[src/rtl/dht_pkg.sv]
package dht_pkg;

    localparam int SLOTS      = 13;
    localparam int STEP_PRIME = 7;

    localparam int OP_W     = 1;
    localparam int KEY_W    = 31;
    localparam int STATUS_W = 2;
    localparam int SLOT_W   = $clog2(SLOTS);
    localparam int PROBE_W  = SLOT_W;
    localparam int COUNT_W  = $clog2(SLOTS + 1);

    localparam int MOD_MAX = (SLOTS > STEP_PRIME) ? SLOTS : STEP_PRIME;
    localparam int REM_W   = $clog2(MOD_MAX + 1);

    localparam int CHUNK_W     = 8;
    localparam int KEY_CHUNKS  = (KEY_W + CHUNK_W - 1) / CHUNK_W;
    localparam int KEY_PAD_W   = KEY_CHUNKS * CHUNK_W;
    localparam int STEP_W      = $clog2(STEP_PRIME + 1);
    localparam int STEP_CHUNKS = (STEP_W + CHUNK_W - 1) / CHUNK_W;
    localparam int STEP_PAD_W  = STEP_CHUNKS * CHUNK_W;
    localparam int MAX_CHUNKS  = (KEY_CHUNKS > STEP_CHUNKS) ? KEY_CHUNKS : STEP_CHUNKS;
    localparam int CHUNK_CNT_W = $clog2(MAX_CHUNKS + 1);

    localparam int FIFO_DEPTH = 2;
    localparam int FIFO_PTR_W = $clog2(FIFO_DEPTH);
    localparam int FIFO_CNT_W = $clog2(FIFO_DEPTH + 1);

    typedef enum logic [OP_W-1:0] {
        OP_INSERT = 1'b0,
        OP_SEARCH = 1'b1
    } op_t;

    typedef enum logic [STATUS_W-1:0] {
        ST_INSERTED = 2'd0,
        ST_FULL     = 2'd1,
        ST_FOUND    = 2'd2,
        ST_MISSING  = 2'd3
    } status_t;

    typedef struct packed {
        op_t               op;
        logic [KEY_W-1:0]  key;
        logic [SLOT_W-1:0] pos;
        logic [SLOT_W-1:0] step;
    } dht_req_t;

    typedef struct packed {
        logic push;
        logic full;
    } dht_push_ctl_t;

    typedef struct packed {
        logic pop;
        logic empty;
    } dht_pop_ctl_t;

    function automatic logic [REM_W-1:0] mod_chunk(
        input logic [REM_W-1:0]   r,
        input logic [CHUNK_W-1:0] b,
        input logic [REM_W-1:0]   m
    );
        logic [REM_W:0] t;
        t = {1'b0, r};
        for (int j = CHUNK_W - 1; j >= 0; j--)
        begin
            t = {t[REM_W-1:0], b[j]};
            if (t >= {1'b0, m})
            begin
                t = t - {1'b0, m};
            end
        end
        return t[REM_W-1:0];
    endfunction

endpackage

[src/rtl/dht_hash.sv]
module dht_hash (
    input  logic                        clk,
    input  logic                        rst_n,
    input  logic                        in_valid,
    output logic                        in_stall,
    input  logic                        operation,
    input  logic [dht_pkg::KEY_W-1:0]   key,
    output logic                        push,
    input  logic                        full,
    output dht_pkg::dht_req_t           push_entry
);
    import dht_pkg::*;

    typedef enum logic [2:0] {
        S_IDLE,
        S_KEY,
        S_STEP_INIT,
        S_STEP,
        S_PUSH
    } state_t;

    state_t                   state_reg, state_next;
    op_t                      op_reg, op_next;
    logic [KEY_W-1:0]         key_reg, key_next;
    logic [KEY_PAD_W-1:0]     key_sh_reg, key_sh_next;
    logic [STEP_PAD_W-1:0]    step_sh_reg, step_sh_next;
    logic [REM_W-1:0]         rs_reg, rs_next;
    logic [REM_W-1:0]         rp_reg, rp_next;
    logic [REM_W-1:0]         rt_reg, rt_next;
    logic [CHUNK_CNT_W-1:0]   cnt_reg, cnt_next;

    assign in_stall = (state_reg != S_IDLE);
    assign push     = (state_reg == S_PUSH);

    assign push_entry.op   = op_reg;
    assign push_entry.key  = key_reg;
    assign push_entry.pos  = rs_reg[SLOT_W-1:0];
    assign push_entry.step = rt_reg[SLOT_W-1:0];

    always_comb
    begin
        state_next   = state_reg;
        op_next      = op_reg;
        key_next     = key_reg;
        key_sh_next  = key_sh_reg;
        step_sh_next = step_sh_reg;
        rs_next      = rs_reg;
        rp_next      = rp_reg;
        rt_next      = rt_reg;
        cnt_next     = cnt_reg;
        case (state_reg)
            S_IDLE:
            begin
                if (in_valid)
                begin
                    op_next     = op_t'(operation);
                    key_next    = key;
                    key_sh_next = KEY_PAD_W'(key);
                    rs_next     = '0;
                    rp_next     = '0;
                    cnt_next    = '0;
                    state_next  = S_KEY;
                end
            end
            S_KEY:
            begin
                rs_next = mod_chunk(rs_reg, key_sh_reg[KEY_PAD_W-1 -: CHUNK_W],
                                    REM_W'(SLOTS));
                rp_next = mod_chunk(rp_reg, key_sh_reg[KEY_PAD_W-1 -: CHUNK_W],
                                    REM_W'(STEP_PRIME));
                key_sh_next = key_sh_reg << CHUNK_W;
                cnt_next    = cnt_reg + 1'b1;
                if (cnt_reg == CHUNK_CNT_W'(KEY_CHUNKS - 1))
                begin
                    state_next = S_STEP_INIT;
                end
            end
            S_STEP_INIT:
            begin
                step_sh_next = STEP_PAD_W'(STEP_PRIME) - STEP_PAD_W'(rp_reg);
                rt_next      = '0;
                cnt_next     = '0;
                state_next   = S_STEP;
            end
            S_STEP:
            begin
                rt_next = mod_chunk(rt_reg, step_sh_reg[STEP_PAD_W-1 -: CHUNK_W],
                                    REM_W'(SLOTS));
                step_sh_next = step_sh_reg << CHUNK_W;
                cnt_next     = cnt_reg + 1'b1;
                if (cnt_reg == CHUNK_CNT_W'(STEP_CHUNKS - 1))
                begin
                    state_next = S_PUSH;
                end
            end
            S_PUSH:
            begin
                if (!full)
                begin
                    state_next = S_IDLE;
                end
            end
            default:
            begin
                state_next = S_IDLE;
            end
        endcase
    end

    always_ff @(posedge clk or negedge rst_n)
    begin
        if (!rst_n)
        begin
            state_reg <= S_IDLE;
        end
        else
        begin
            state_reg <= state_next;
        end
    end

    always_ff @(posedge clk)
    begin
        op_reg      <= op_next;
        key_reg     <= key_next;
        key_sh_reg  <= key_sh_next;
        step_sh_reg <= step_sh_next;
        rs_reg      <= rs_next;
        rp_reg      <= rp_next;
        rt_reg      <= rt_next;
        cnt_reg     <= cnt_next;
    end

endmodule

[src/rtl/dht_fifo.sv]
module dht_fifo (
    input  logic                  clk,
    input  logic                  rst_n,
    input  dht_pkg::dht_push_ctl_t wr_ctl_in,
    output logic                  full,
    input  dht_pkg::dht_req_t     wr_entry,
    input  logic                  pop,
    output logic                  empty,
    output dht_pkg::dht_req_t     rd_entry
);
    import dht_pkg::*;

    dht_req_t                entries [0:FIFO_DEPTH-1];
    logic [FIFO_PTR_W-1:0]   wr_ptr_reg, wr_ptr_next;
    logic [FIFO_PTR_W-1:0]   rd_ptr_reg, rd_ptr_next;
    logic [FIFO_CNT_W-1:0]   cnt_reg, cnt_next;
    logic                    do_push, do_pop;

    assign full     = (cnt_reg == FIFO_CNT_W'(FIFO_DEPTH));
    assign empty    = (cnt_reg == '0);
    assign rd_entry = entries[rd_ptr_reg];
    assign do_push  = wr_ctl_in.push && !full;
    assign do_pop   = pop && !empty;

    always_comb
    begin
        wr_ptr_next = wr_ptr_reg;
        rd_ptr_next = rd_ptr_reg;
        cnt_next    = cnt_reg;
        if (do_push)
        begin
            wr_ptr_next = (wr_ptr_reg == FIFO_PTR_W'(FIFO_DEPTH - 1)) ? '0
                                                                       : wr_ptr_reg + 1'b1;
        end
        if (do_pop)
        begin
            rd_ptr_next = (rd_ptr_reg == FIFO_PTR_W'(FIFO_DEPTH - 1)) ? '0
                                                                       : rd_ptr_reg + 1'b1;
        end
        case ({do_push, do_pop})
            2'b10:   cnt_next = cnt_reg + 1'b1;
            2'b01:   cnt_next = cnt_reg - 1'b1;
            default: cnt_next = cnt_reg;
        endcase
    end

    always_ff @(posedge clk or negedge rst_n)
    begin
        if (!rst_n)
        begin
            wr_ptr_reg <= '0;
            rd_ptr_reg <= '0;
            cnt_reg    <= '0;
        end
        else
        begin
            wr_ptr_reg <= wr_ptr_next;
            rd_ptr_reg <= rd_ptr_next;
            cnt_reg    <= cnt_next;
        end
    end

    always_ff @(posedge clk)
    begin
        if (do_push)
        begin
            entries[wr_ptr_reg] <= wr_entry;
        end
    end

endmodule

[src/rtl/dht_probe.sv]
module dht_probe (
    input  logic                          clk,
    input  logic                          rst_n,
    input  dht_pkg::dht_req_t             req,
    output dht_pkg::dht_pop_ctl_t         rd_ctl,
    input  logic                          empty,
    output logic                          out_valid,
    input  logic                          out_stall,
    output logic [dht_pkg::STATUS_W-1:0]  status,
    output logic [dht_pkg::SLOT_W-1:0]    slot,
    output logic [dht_pkg::PROBE_W-1:0]   probe_number,
    output logic [dht_pkg::COUNT_W-1:0]   fill_count
);
    import dht_pkg::*;

    typedef enum logic {
        S_IDLE,
        S_PROBE
    } state_t;

    state_t               state_reg, state_next;
    op_t                  op_reg, op_next;
    logic [KEY_W-1:0]     key_reg, key_next;
    logic [SLOT_W-1:0]    pos_reg, pos_next;
    logic [SLOT_W-1:0]    step_reg, step_next;
    logic [PROBE_W-1:0]   probe_reg, probe_next;
    logic [COUNT_W-1:0]   count_reg, count_next;
    logic [SLOTS-1:0]     valid_reg, valid_next;
    logic                 out_valid_reg, out_valid_next;
    status_t              status_reg, status_next;
    logic [SLOT_W-1:0]    slot_reg, slot_next;
    logic [PROBE_W-1:0]   probe_out_reg, probe_out_next;
    logic [COUNT_W-1:0]   fill_reg, fill_next;

    logic [KEY_W-1:0]     slot_keys [0:SLOTS-1];
    logic [KEY_W-1:0]     rd_key_reg;

    logic [SLOT_W:0]      pos_sum;
    logic [SLOT_W-1:0]    pos_adv;
    logic                 out_free;
    logic                 occupied;
    logic                 last_probe;
    logic                 table_full;
    logic                 wr_en;

    assign out_valid    = out_valid_reg;
    assign status       = status_reg;
    assign slot         = slot_reg;
    assign probe_number = probe_out_reg;
    assign fill_count   = fill_reg;

    assign out_free   = !out_valid_reg || !out_stall;
    assign occupied   = valid_reg[pos_reg];
    assign last_probe = (probe_reg == PROBE_W'(SLOTS - 1));
    assign table_full = (count_reg == COUNT_W'(SLOTS));
    assign pos_sum    = {1'b0, pos_reg} + {1'b0, step_reg};
    assign pos_adv    = (pos_sum >= (SLOT_W + 1)'(SLOTS)) ?
                        SLOT_W'(pos_sum - (SLOT_W + 1)'(SLOTS)) : pos_sum[SLOT_W-1:0];

    always_comb
    begin
        state_next     = state_reg;
        op_next        = op_reg;
        key_next       = key_reg;
        pos_next       = pos_reg;
        step_next      = step_reg;
        probe_next     = probe_reg;
        count_next     = count_reg;
        valid_next     = valid_reg;
        out_valid_next = out_valid_reg && out_stall;
        status_next    = status_reg;
        slot_next      = slot_reg;
        probe_out_next = probe_out_reg;
        fill_next      = fill_reg;
        rd_ctl.pop     = 1'b0;
        rd_ctl.empty   = empty;
        wr_en          = 1'b0;
        case (state_reg)
            S_IDLE:
            begin
                if (!empty)
                begin
                    rd_ctl.pop = 1'b1;
                    op_next    = req.op;
                    key_next   = req.key;
                    pos_next   = req.pos;
                    step_next  = req.step;
                    probe_next = '0;
                    state_next = S_PROBE;
                end
            end
            S_PROBE:
            begin
                if (out_free)
                begin
                    state_next     = S_IDLE;
                    out_valid_next = 1'b1;
                    fill_next      = count_reg;
                    slot_next      = '0;
                    probe_out_next = probe_reg;
                    if (op_reg == OP_INSERT)
                    begin
                        if (table_full)
                        begin
                            status_next    = ST_FULL;
                            probe_out_next = '0;
                        end
                        else if (!occupied)
                        begin
                            status_next         = ST_INSERTED;
                            slot_next           = pos_reg;
                            wr_en               = 1'b1;
                            valid_next[pos_reg] = 1'b1;
                            count_next          = count_reg + 1'b1;
                            fill_next           = count_reg + 1'b1;
                        end
                        else if (last_probe)
                        begin
                            status_next = ST_FULL;
                        end
                        else
                        begin
                            state_next     = S_PROBE;
                            out_valid_next = out_valid_reg && out_stall;
                            status_next    = status_reg;
                            slot_next      = slot_reg;
                            probe_out_next = probe_out_reg;
                            fill_next      = fill_reg;
                            pos_next       = pos_adv;
                            probe_next     = probe_reg + 1'b1;
                        end
                    end
                    else
                    begin
                        if (!occupied)
                        begin
                            status_next = ST_MISSING;
                            slot_next   = pos_reg;
                        end
                        else if (rd_key_reg == key_reg)
                        begin
                            status_next = ST_FOUND;
                            slot_next   = pos_reg;
                        end
                        else if (last_probe)
                        begin
                            status_next = ST_MISSING;
                        end
                        else
                        begin
                            state_next     = S_PROBE;
                            out_valid_next = out_valid_reg && out_stall;
                            status_next    = status_reg;
                            slot_next      = slot_reg;
                            probe_out_next = probe_out_reg;
                            fill_next      = fill_reg;
                            pos_next       = pos_adv;
                            probe_next     = probe_reg + 1'b1;
                        end
                    end
                end
            end
            default:
            begin
                state_next = S_IDLE;
            end
        endcase
    end

    always_ff @(posedge clk or negedge rst_n)
    begin
        if (!rst_n)
        begin
            state_reg     <= S_IDLE;
            count_reg     <= '0;
            valid_reg     <= '0;
            out_valid_reg <= 1'b0;
        end
        else
        begin
            state_reg     <= state_next;
            count_reg     <= count_next;
            valid_reg     <= valid_next;
            out_valid_reg <= out_valid_next;
        end
    end

    always_ff @(posedge clk)
    begin
        op_reg        <= op_next;
        key_reg       <= key_next;
        pos_reg       <= pos_next;
        step_reg      <= step_next;
        probe_reg     <= probe_next;
        status_reg    <= status_next;
        slot_reg      <= slot_next;
        probe_out_reg <= probe_out_next;
        fill_reg      <= fill_next;
    end

    always_ff @(posedge clk)
    begin
        if (wr_en)
        begin
            slot_keys[pos_reg] <= key_reg;
        end
        rd_key_reg <= slot_keys[pos_next];
    end

endmodule

[src/rtl/double_hash_table.sv]
// Flow: the key hasher reduces the key chunk by chunk modulo the table size and the
// step prime and pushes the request into the queue; the probe engine pops it, probes
// 1 to 13 slots, and holds the result in the output register.
// The hasher stalls its input until it has pushed the request; the hasher
// and the probe engine overlap through a two-entry queue.
// Reset: slot valid bits and the fill count clear at once; slot keys are not
// cleared, and a stored key is compared only for an occupied slot.
module double_hash_table (
    input  logic                          clk,
    input  logic                          rst_n,
    input  logic                          in_valid,
    output logic                          in_stall,
    input  logic                          operation,
    input  logic [dht_pkg::KEY_W-1:0]     key,
    output logic                          out_valid,
    input  logic                          out_stall,
    output logic [dht_pkg::STATUS_W-1:0]  status,
    output logic [dht_pkg::SLOT_W-1:0]    slot,
    output logic [dht_pkg::PROBE_W-1:0]   probe_number,
    output logic [dht_pkg::COUNT_W-1:0]   fill_count
);
    import dht_pkg::*;

    dht_req_t       push_entry;
    dht_req_t       pop_entry;
    dht_push_ctl_t  push_ctl;
    dht_pop_ctl_t   pop_ctl;
    logic           push;
    logic           full;
    logic           empty;

    assign push_ctl.push = push;
    assign push_ctl.full = full;

    dht_hash u_hash (
        .clk        (clk),
        .rst_n      (rst_n),
        .in_valid   (in_valid),
        .in_stall   (in_stall),
        .operation  (operation),
        .key        (key),
        .push       (push),
        .full       (full),
        .push_entry (push_entry)
    );

    dht_fifo u_fifo (
        .clk       (clk),
        .rst_n     (rst_n),
        .wr_ctl_in (push_ctl),
        .full      (full),
        .wr_entry  (push_entry),
        .pop       (pop_ctl.pop),
        .empty     (empty),
        .rd_entry  (pop_entry)
    );

    dht_probe u_probe (
        .clk          (clk),
        .rst_n        (rst_n),
        .req          (pop_entry),
        .rd_ctl       (pop_ctl),
        .empty        (empty),
        .out_valid    (out_valid),
        .out_stall    (out_stall),
        .status       (status),
        .slot         (slot),
        .probe_number (probe_number),
        .fill_count   (fill_count)
    );

    a_accept_busy: assert property (@(posedge clk) disable iff (!rst_n)
        (in_valid && !in_stall) |=> in_stall)
        else $error("hasher took a beat without going busy");

    a_fill_bound: assert property (@(posedge clk) disable iff (!rst_n)
        out_valid |-> (fill_count <= COUNT_W'(SLOTS)))
        else $error("fill count above table size");

    a_slot_bound: assert property (@(posedge clk) disable iff (!rst_n)
        (out_valid && (status == ST_INSERTED || status == ST_FOUND))
            |-> (slot < SLOT_W'(SLOTS)))
        else $error("result slot out of range");

    a_full_slot: assert property (@(posedge clk) disable iff (!rst_n)
        (out_valid && status == ST_FULL) |-> (slot == '0 && fill_count == COUNT_W'(SLOTS))
            || (out_valid && status == ST_FULL && slot == '0
                && probe_number == PROBE_W'(SLOTS - 1)))
        else $error("full result with bad slot or count");

    a_pop_empty: assert property (@(posedge clk) disable iff (!rst_n)
        pop_ctl.pop |-> !pop_ctl.empty)
        else $error("probe engine popped an empty queue");

endmodule

[config.mk]
export PLATFORM = sky130hd
export DESIGN_NAME = double_hash_table
export DESIGN_NICKNAME = d
export VERILOG_FILES = /design/src/rtl/dht_pkg.sv /design/src/rtl/dht_hash.sv /design/src/rtl/dht_fifo.sv /design/src/rtl/dht_probe.sv /design/src/rtl/double_hash_table.sv
export SDC_FILE = /design/constraint.sdc
export NUM_CORES = 1
export LEC_CHECK = 0
export BUFFER_PORTS_ARGS = -buffer_cell sky130_fd_sc_hd__clkbuf_2
export CAP_MARGIN = 20
export CORE_ASPECT_RATIO = 0.6
export CORE_UTILIZATION = 50
export CTS_CLUSTER_SIZE = 10
export DETAILED_ROUTE_END_ITERATION = 16
export PLACE_DENSITY = 0.73
export SLEW_MARGIN = 20
export SYNTH_ARGS = -nofsm -noshare
export SYNTH_HDL_FRONTEND = slang
export SYNTH_SLANG_ARGS = --single-unit
[constraint.sdc]
create_clock -name clk -period 10.7 [get_ports clk]
set_input_delay 2.14 -clock clk [delete_from_list [all_inputs] [get_ports clk]]
set_output_delay 2.14 -clock clk [all_outputs]
set_load 0.005 [all_outputs]
==> results of run 1 <==
==> cell usage in the layout (no fill, tap or decap), types with 21 or more instances in the layout <==
cell type	synthesis	final
clkbuf_1	115	54
o21ai_0	49	48
mux2i_1	26	26
clkbuf_16	0	80
ha_1	30	30
nor3_1	33	32
buf_4	1	29
nand3_1	104	104
xnor2_1	28	28
xor2_1	30	30
inv_1	35	34
clkbuf_2	0	51
dfxtp_1	35	35
a21oi_1	103	102
or2_2	24	24
nand2_1	510	510
edfxtp_1	620	620
a31oi_1	21	21
mux2_2	42	42
a311oi_1	99	99
dfrtp_1	26	25
and2_1	25	25
nor2_1	99	83
and3_1	69	69
==> worst max-delay path: cells and delay by family (launching register included) <==
kind,cells,cell delay (ns)
and+or+nand+nor,11,2.78
DFF,1,0.95
adders and majority gates,4,1.72
xor gates and xnor gates,2,0.65
AOI/OAI and AO/OA,10,2.33
buffers and inverters,3,0.83
==> per-stage QoR <==
| step | hold slack [ns] | cells |
|---|---|---|
| CTS | 0.442 | 3357 |
| global placement | 0.423 | 3219 |
| detailed placement | 0.430 | 3219 |
| floorplan | 0.421 | 2461 |
| finish | 0.438 | 3357 |
| global route | 0.449 | 3357 |
==> worst paths after layout <==
check / to / cells past startpoint
min in group asynchronous: u_probe.state_reg$_DFF_PN0_ / 1
worst min register to register: u_fifo.entries[0][16]$_DFFE_PP_ / 0
worst min-delay path: u_fifo.entries[0][16]$_DFFE_PP_ / 0
worst max register to register: u_hash.rt_reg[3]$_SDFFCE_PN0P_ / 30
max in group asynchronous: u_fifo.rd_ptr_reg$_DFFE_PN0P_ / 1
worst max-delay path: u_hash.rt_reg[3]$_SDFFCE_PN0P_ / 30
==> routing by layer <==
layer	GRT usage (%)	wire [um]
met1	36.1	33300
met4	6.66	1620
met5	0	0
met3	4.88	7330
met2	34.5	31200
==> synthesized netlist by cell type, types with 9 or more instances <==
cell,number
o211ai_1,19
o21a_1,9
mux2i_1,26
a31oi_1,21
nor4_1,11
nand2b_1,15
nor2_1,99
a21o_1,11
clkbuf_1,115
o21ai_0,49
nand4_1,15
a21oi_1,103
a311oi_1,99
o221ai_1,9
nand3_1,104
buf_2,10
a211oi_1,20
edfxtp_1,620
ha_1,30
nand2_1,510
and2_1,25
or2_2,24
xnor2_1,28
buf_1,11
xor2_1,30
dfrtp_1,26
dfxtp_1,35
and3_1,69
a211o_1,10
nor3_1,33
or3_1,13
a22oi_1,9
nand3b_1,10
mux2_2,42
inv_1,35
o22ai_1,12
==> kinds of logic after synthesis <==
kind of cell	Yosys count
simple gates	968
flops	681
mux	75
xor+xnor	58
compound gates	470
fa+ha+maj	33
buf+inv	176
==> area by class of cell <==
class                      instances  area, um2
clock buffer                     134       2200
clock inverter                     4       53.8
fill                            4640      25800
inverter                          38        148
multi-input combinational       1604       9980
sequential                       681      20000
tap                              816       1020
timing repair buffer              80        473
==> metrics.yaml, run 1 <==
outcome:
  status: "finished clean"
timing:
  fmax_mhz: 106
  worst_pin_slew_ns: 1.11
  post-route-period-util_pct: 88.2
  setup_slack_ns: 1.26
  slew_violations: 0
  slew_headroom_pct: 25.9
  skew_ns: 0.0191
  hold_violations: 0
  final.setup.tns_ns: 0
  rsz0062_at_grt: "no"
  setup_viol: 0
  period_needed_ns: 9.44
logic_synthesis:
  synth_async_sr_flop_share_pct: 3.82
  synth_simple_gate_area_share_pct: 14.6
  syn_inst: 2461
  synth_nets: 2528
  synthMuxAreaShare_pct: 2.90
  synth_compound_area_share_pct: 11.6
  ys_seq_elements: 681
  synth_top_family_by_area: "simple AND/OR/NAND/NOR gates"
  synth_area_leaders: "edfxtp_1 (61%), nand2_1 (6.3%), a311oi_1 (2.8%), dfxtp_1 (2.3%), dfrtp_1 (2.1%)"
  yosysTopAreaCellShare_pct: 61.1
  ys_types: 105
  synthXorXnorAreaFrac_pct: 1.67
  synthFlopType: "edfxtp_1"
  yosysSeqAreaShare_pct: 65.6
  syn_avg_cell_area_um2: 12.4
  synth_warnings: 0
  synth-edff-count: 620
  synth_area_um2: 30500
  synth_top_cell_by_area: "edfxtp_1"
  synth_fa_ha_area_share_pct: 1.36
floorplanning:
  core_um2: 59700
  die_area_um2: 61900
  rows: 69
  die_w_um: 321
  start_util_pct: 51.0
  die_h_um: 193
  num_io_pins: 52
grt:
  first_global_vias: 19300
  antenna_found_initial: 0
  grt_overflow: 0
  grt_max_degree: 99
  grt_pass1_wl_um: 113000
  grt_usage_pct: 23.7
routing:
  drc_errors: 0
  via_per_inst: 6.15
  ant_nets: 0
  vias: 20700
  routed_wl_um: 73500
  dr.pass1.iters: 6
  drt-initial-drc-count: 2808
  wl_per_cell_um: 21.9
placed_design:
  post-place-ws_ns: 1.53
  placed_area_um2: 31600
  io_buffers: 51
  place_hpwl_um: 42600
  gp_congestion: 0.933
cts:
  clkSinkCount: 681
  cts_buffers: 78
  postCtsResizedCells: 0
  clockBufferDepth: 3
  cts_hold_buffers: 0
  clk_pin_slew_ns: 0.06
  post_cts_buffers: 0
  htree_levels: 3
  clkLatencyLatePin_ns: 0.61
  cts_root_buffer: "clkbuf_16"
  cts_tree: "built"
finish:
  fin_nets: 2550
  area_delta_synth_final_pct: 11.2
  drive_gt1_share_pct: 12.0
  diodes: 0
  final_area_um2: 33900
  utilization_pct: 56.8
  largest_register_ffs: 403
setup_path:
  slowest_stage: "edfxtp_1"
  path_class: "reg -> reg"
  crit_fanout: 28
  cp_data_arrival_time_ns: 9.88
  cpMostUsedCell: "ha_1"
  crit_start: "u_hash.step_sh_reg[6]$_SDFFCE_PP0P_"
  max_stage_delay_ns: 0.95
  r2r_slack_ns: 1.26
  crit_path_start_kind: "flop"
  endpoint_kind: "flop"
  r2r-start: "u_hash.step_sh_reg[6]$_SDFFCE_PP0P_"
  required_ns: 11.15
hold_path:
  hold_path.class: "reg -> reg"
  worstHoldStart: "u_hash.key_reg[8]$_DFFE_PP_"
run:
  cap_violations: 0
Power of run 1 is left out: the tool's default activity adds up to more than one toggle a clock period on the data nets, which glitch-free logic cannot reach.
==> run 2, diff against run 1 <==
Settings changed: CELL_PAD_IN_SITES_DETAIL_PLACEMENT set to 0, CELL_PAD_IN_SITES_GLOBAL_PLACEMENT set to 1, PLACE_DENSITY 0.73 to 0.84.
==> run 2 against run 1 <==
Sequential cell count is the same. Non-clock buffer count grew 4. Cell count grew 0.21%. Hold slack gained 0.0080 ns. Largest cell class unchanged. Highest routed layer is now met5.
==> metrics.yaml, run 2 (synthesis gave the netlist of run 1 again) <==
cts:
  htree_levels: 3  # unchanged
  cts_hold_buffers: 0  # unchanged
  clk_pin_slew_ns: 0.05  # was 0.06 ns
  post_cts_buffers: 0  # unchanged
  cts_root_buffer: "clkbuf_16"  # unchanged
  cts_tree: "built"  # unchanged
  cts_buffers: 78  # unchanged
  clkLatencyLatePin_ns: 0.61  # about the same
  clockBufferDepth: 3  # unchanged
  clkSinkCount: 681  # unchanged
  postCtsResizedCells: 0  # unchanged
finish:
  diodes: 0  # unchanged
  final_cell_mix: "edfxtp_1 (620), nand2_1 (510), nand3_1 (104), a21oi_1 (102), a311oi_1 (99)"  # unchanged
  drive_gt1_share_pct: 12.1  # was 12.0%
  fin_nets: 2554  # was 2,550
  multi_input_area_um2: 9970  # was 9980 um2
  largest_register_ffs: 403  # unchanged
  final-seq-area_um2: 20000  # unchanged
  final_common_cell: "edfxtp_1"  # unchanged
  area_delta_synth_final_pct: 11.3  # was 11.2%
  fillers: 4694  # was 4,640
setup_path:
  regToRegEndpoint: "u_hash.rp_reg[0]$_SDFFCE_PN0P_"  # was u_hash.rt_reg[3]$_SDFFCE_PN0P_
  required_ns: 11.05  # was 11.15 ns
  endpoint_kind: "flop"  # unchanged
  r2r_slack_ns: 1.28  # was 1.26 ns
  crit_fanout: 15  # was 28
  path_class: "reg -> reg"  # unchanged
  ff2ff_path_depth: 39  # was 30
  cp_data_arrival_time_ns: 9.76  # was 9.88 ns
  slowest_stage: "edfxtp_1"  # unchanged
  max_stage_delay_ns: 0.64  # was 0.95 ns
  cpMostUsedCell: "ha_1"  # unchanged
  r2r-start: "u_hash.key_sh_reg[31]$_SDFFCE_PN0P_"  # was u_hash.step_sh_reg[6]$_SDFFCE_PP0P_
  crit_path_start_kind: "flop"  # unchanged
timing:
  fmax_mhz: 106  # about the same
  slew_violations: 0  # unchanged
  skew_ns: 0.0302  # was 0.0191 ns
  slew_headroom_pct: 24.1  # was 25.9%
  hold_violations: 0  # unchanged
  post-route-period-util_pct: 88.0  # was 88.2%
  worst_pin_slew_ns: 1.14  # was 1.11 ns
  period_needed_ns: 9.42  # was 9.44 ns
  rsz0062_at_grt: "no"  # unchanged
  setup_viol: 0  # unchanged
  final.setup.tns_ns: 0  # unchanged
routing:
  wl_per_cell_um: 21.9  # about the same
  drc_errors: 0  # unchanged
  drt-initial-drc-count: 2715  # was 2,808
  vias: 20500  # was 20,700
  dr.pass1.iters: 5  # was 6
  via_per_inst: 6.10  # was 6.15
  routed_wl_um: 73800  # was 73,500 um
  ant_nets: 0  # unchanged
floorplanning:
  die_w_um: 321  # unchanged
  num_io_pins: 52  # unchanged
  rows: 69  # unchanged
  die_h_um: 193  # unchanged
  core_um2: 59700  # unchanged
  die_area_um2: 61900  # unchanged
  start_util_pct: 51.0  # unchanged
hold_path:
  hold_path.class: "reg -> reg"  # unchanged
  hold_depth: 0  # unchanged
  hold_path_end: "u_fifo.entries[0][25]$_DFFE_PP_"  # was u_fifo.entries[0][16]$_DFFE_PP_
  worstHoldStart: "u_hash.key_reg[17]$_DFFE_PP_"  # was u_hash.key_reg[8]$_DFFE_PP_
grt:
  grt_usage_pct: 23.8  # was 23.7%
  grt_overflow: 0  # unchanged
  antenna_found_initial: 3  # was 0
  grt_pass1_wl_um: 113000  # about the same
  first_global_vias: 19100  # was 19,300
  grt_max_degree: 97  # was 99
placed_design:
  io_buffers: 51  # unchanged
  place_hpwl_um: 43000  # was 42,600 um
  gp_congestion: 0.886  # was 0.933
outcome:
  status: "finished clean"  # unchanged
run:
  cap_violations: 0  # unchanged
==> run 2: changes by cell type in the layout (fill, tap and decap cells not counted), sizes merged <==
cell,previous run,this run
clkbuf,185,188
buf,29,33
==> run 2: area by class of cell <==
type	count	share of cell area [%]
Multi-Input combinational cell	1604	29.4
Clock buffer	137	6.54
Inverter	38	0.428
Clock inverter	4	0.159
Tap cell	816	3.01
Sequential cell	681	58.9
Timing Repair Buffer	84	1.48
==> run 2: per-stage QoR <==
stage	cell area, um2	cells	util (%)	hold slack [ns]	worst slack [ns]
CTS	33900	3364	56.8	0.445	1.41
global route	33900	3364	56.8	0.455	0.575
detailed placement	31600	3223	53.0	0.432	1.45
global placement	31600	3223	53.0	0.425	1.98
floorplan	30500	2461	-	0.421	2.84
finish	33900	3364	56.8	0.446	1.28
==> run 2: worst max path at each step <==
| stage | startpoint | to |
|---|---|---|
| after floorplan | u_hash.rp_reg[0]$_SDFFCE_PN0P_ | u_hash.rp_reg[0]$_SDFFCE_PN0P_ |
| after global placement | u_hash.key_sh_reg[31]$_SDFFCE_PN0P_ | u_hash.rp_reg[0]$_SDFFCE_PN0P_ |
| after detailed placement | u_hash.key_sh_reg[31]$_SDFFCE_PN0P_ | u_hash.rp_reg[0]$_SDFFCE_PN0P_ |
| after CTS | u_hash.key_sh_reg[31]$_SDFFCE_PN0P_ | u_hash.rp_reg[0]$_SDFFCE_PN0P_ |
| after global routing | u_hash.key_sh_reg[31]$_SDFFCE_PN0P_ | u_hash.rp_reg[0]$_SDFFCE_PN0P_ |
| final | u_hash.key_sh_reg[31]$_SDFFCE_PN0P_ | u_hash.rp_reg[0]$_SDFFCE_PN0P_ |
==> run 2: metal layers <==
metal	routed length [um]	GRT usage, %	share of wire [%]
met1	35200	37.1	48
met2	31000	34.0	42
met3	6460	5.23	8.7
met4	1160	4.99	1.6
met5	25	0	0.034
==> run 2: worst max-delay path, delay by kind of cell, from the launching register on <==
kind	cells	cell delay, ns
AO/OA/AOI/OAI	14	3.56
XOR/XNOR	3	0.61
adder cells (fa/ha/maj)	8	2.46
buffers and inverters	2	0.29
flip-flops	1	0.64
multiplexers	1	0.18
AND/OR/NAND/NOR	11	1.38
Power of run 2 is left out for the same reason.
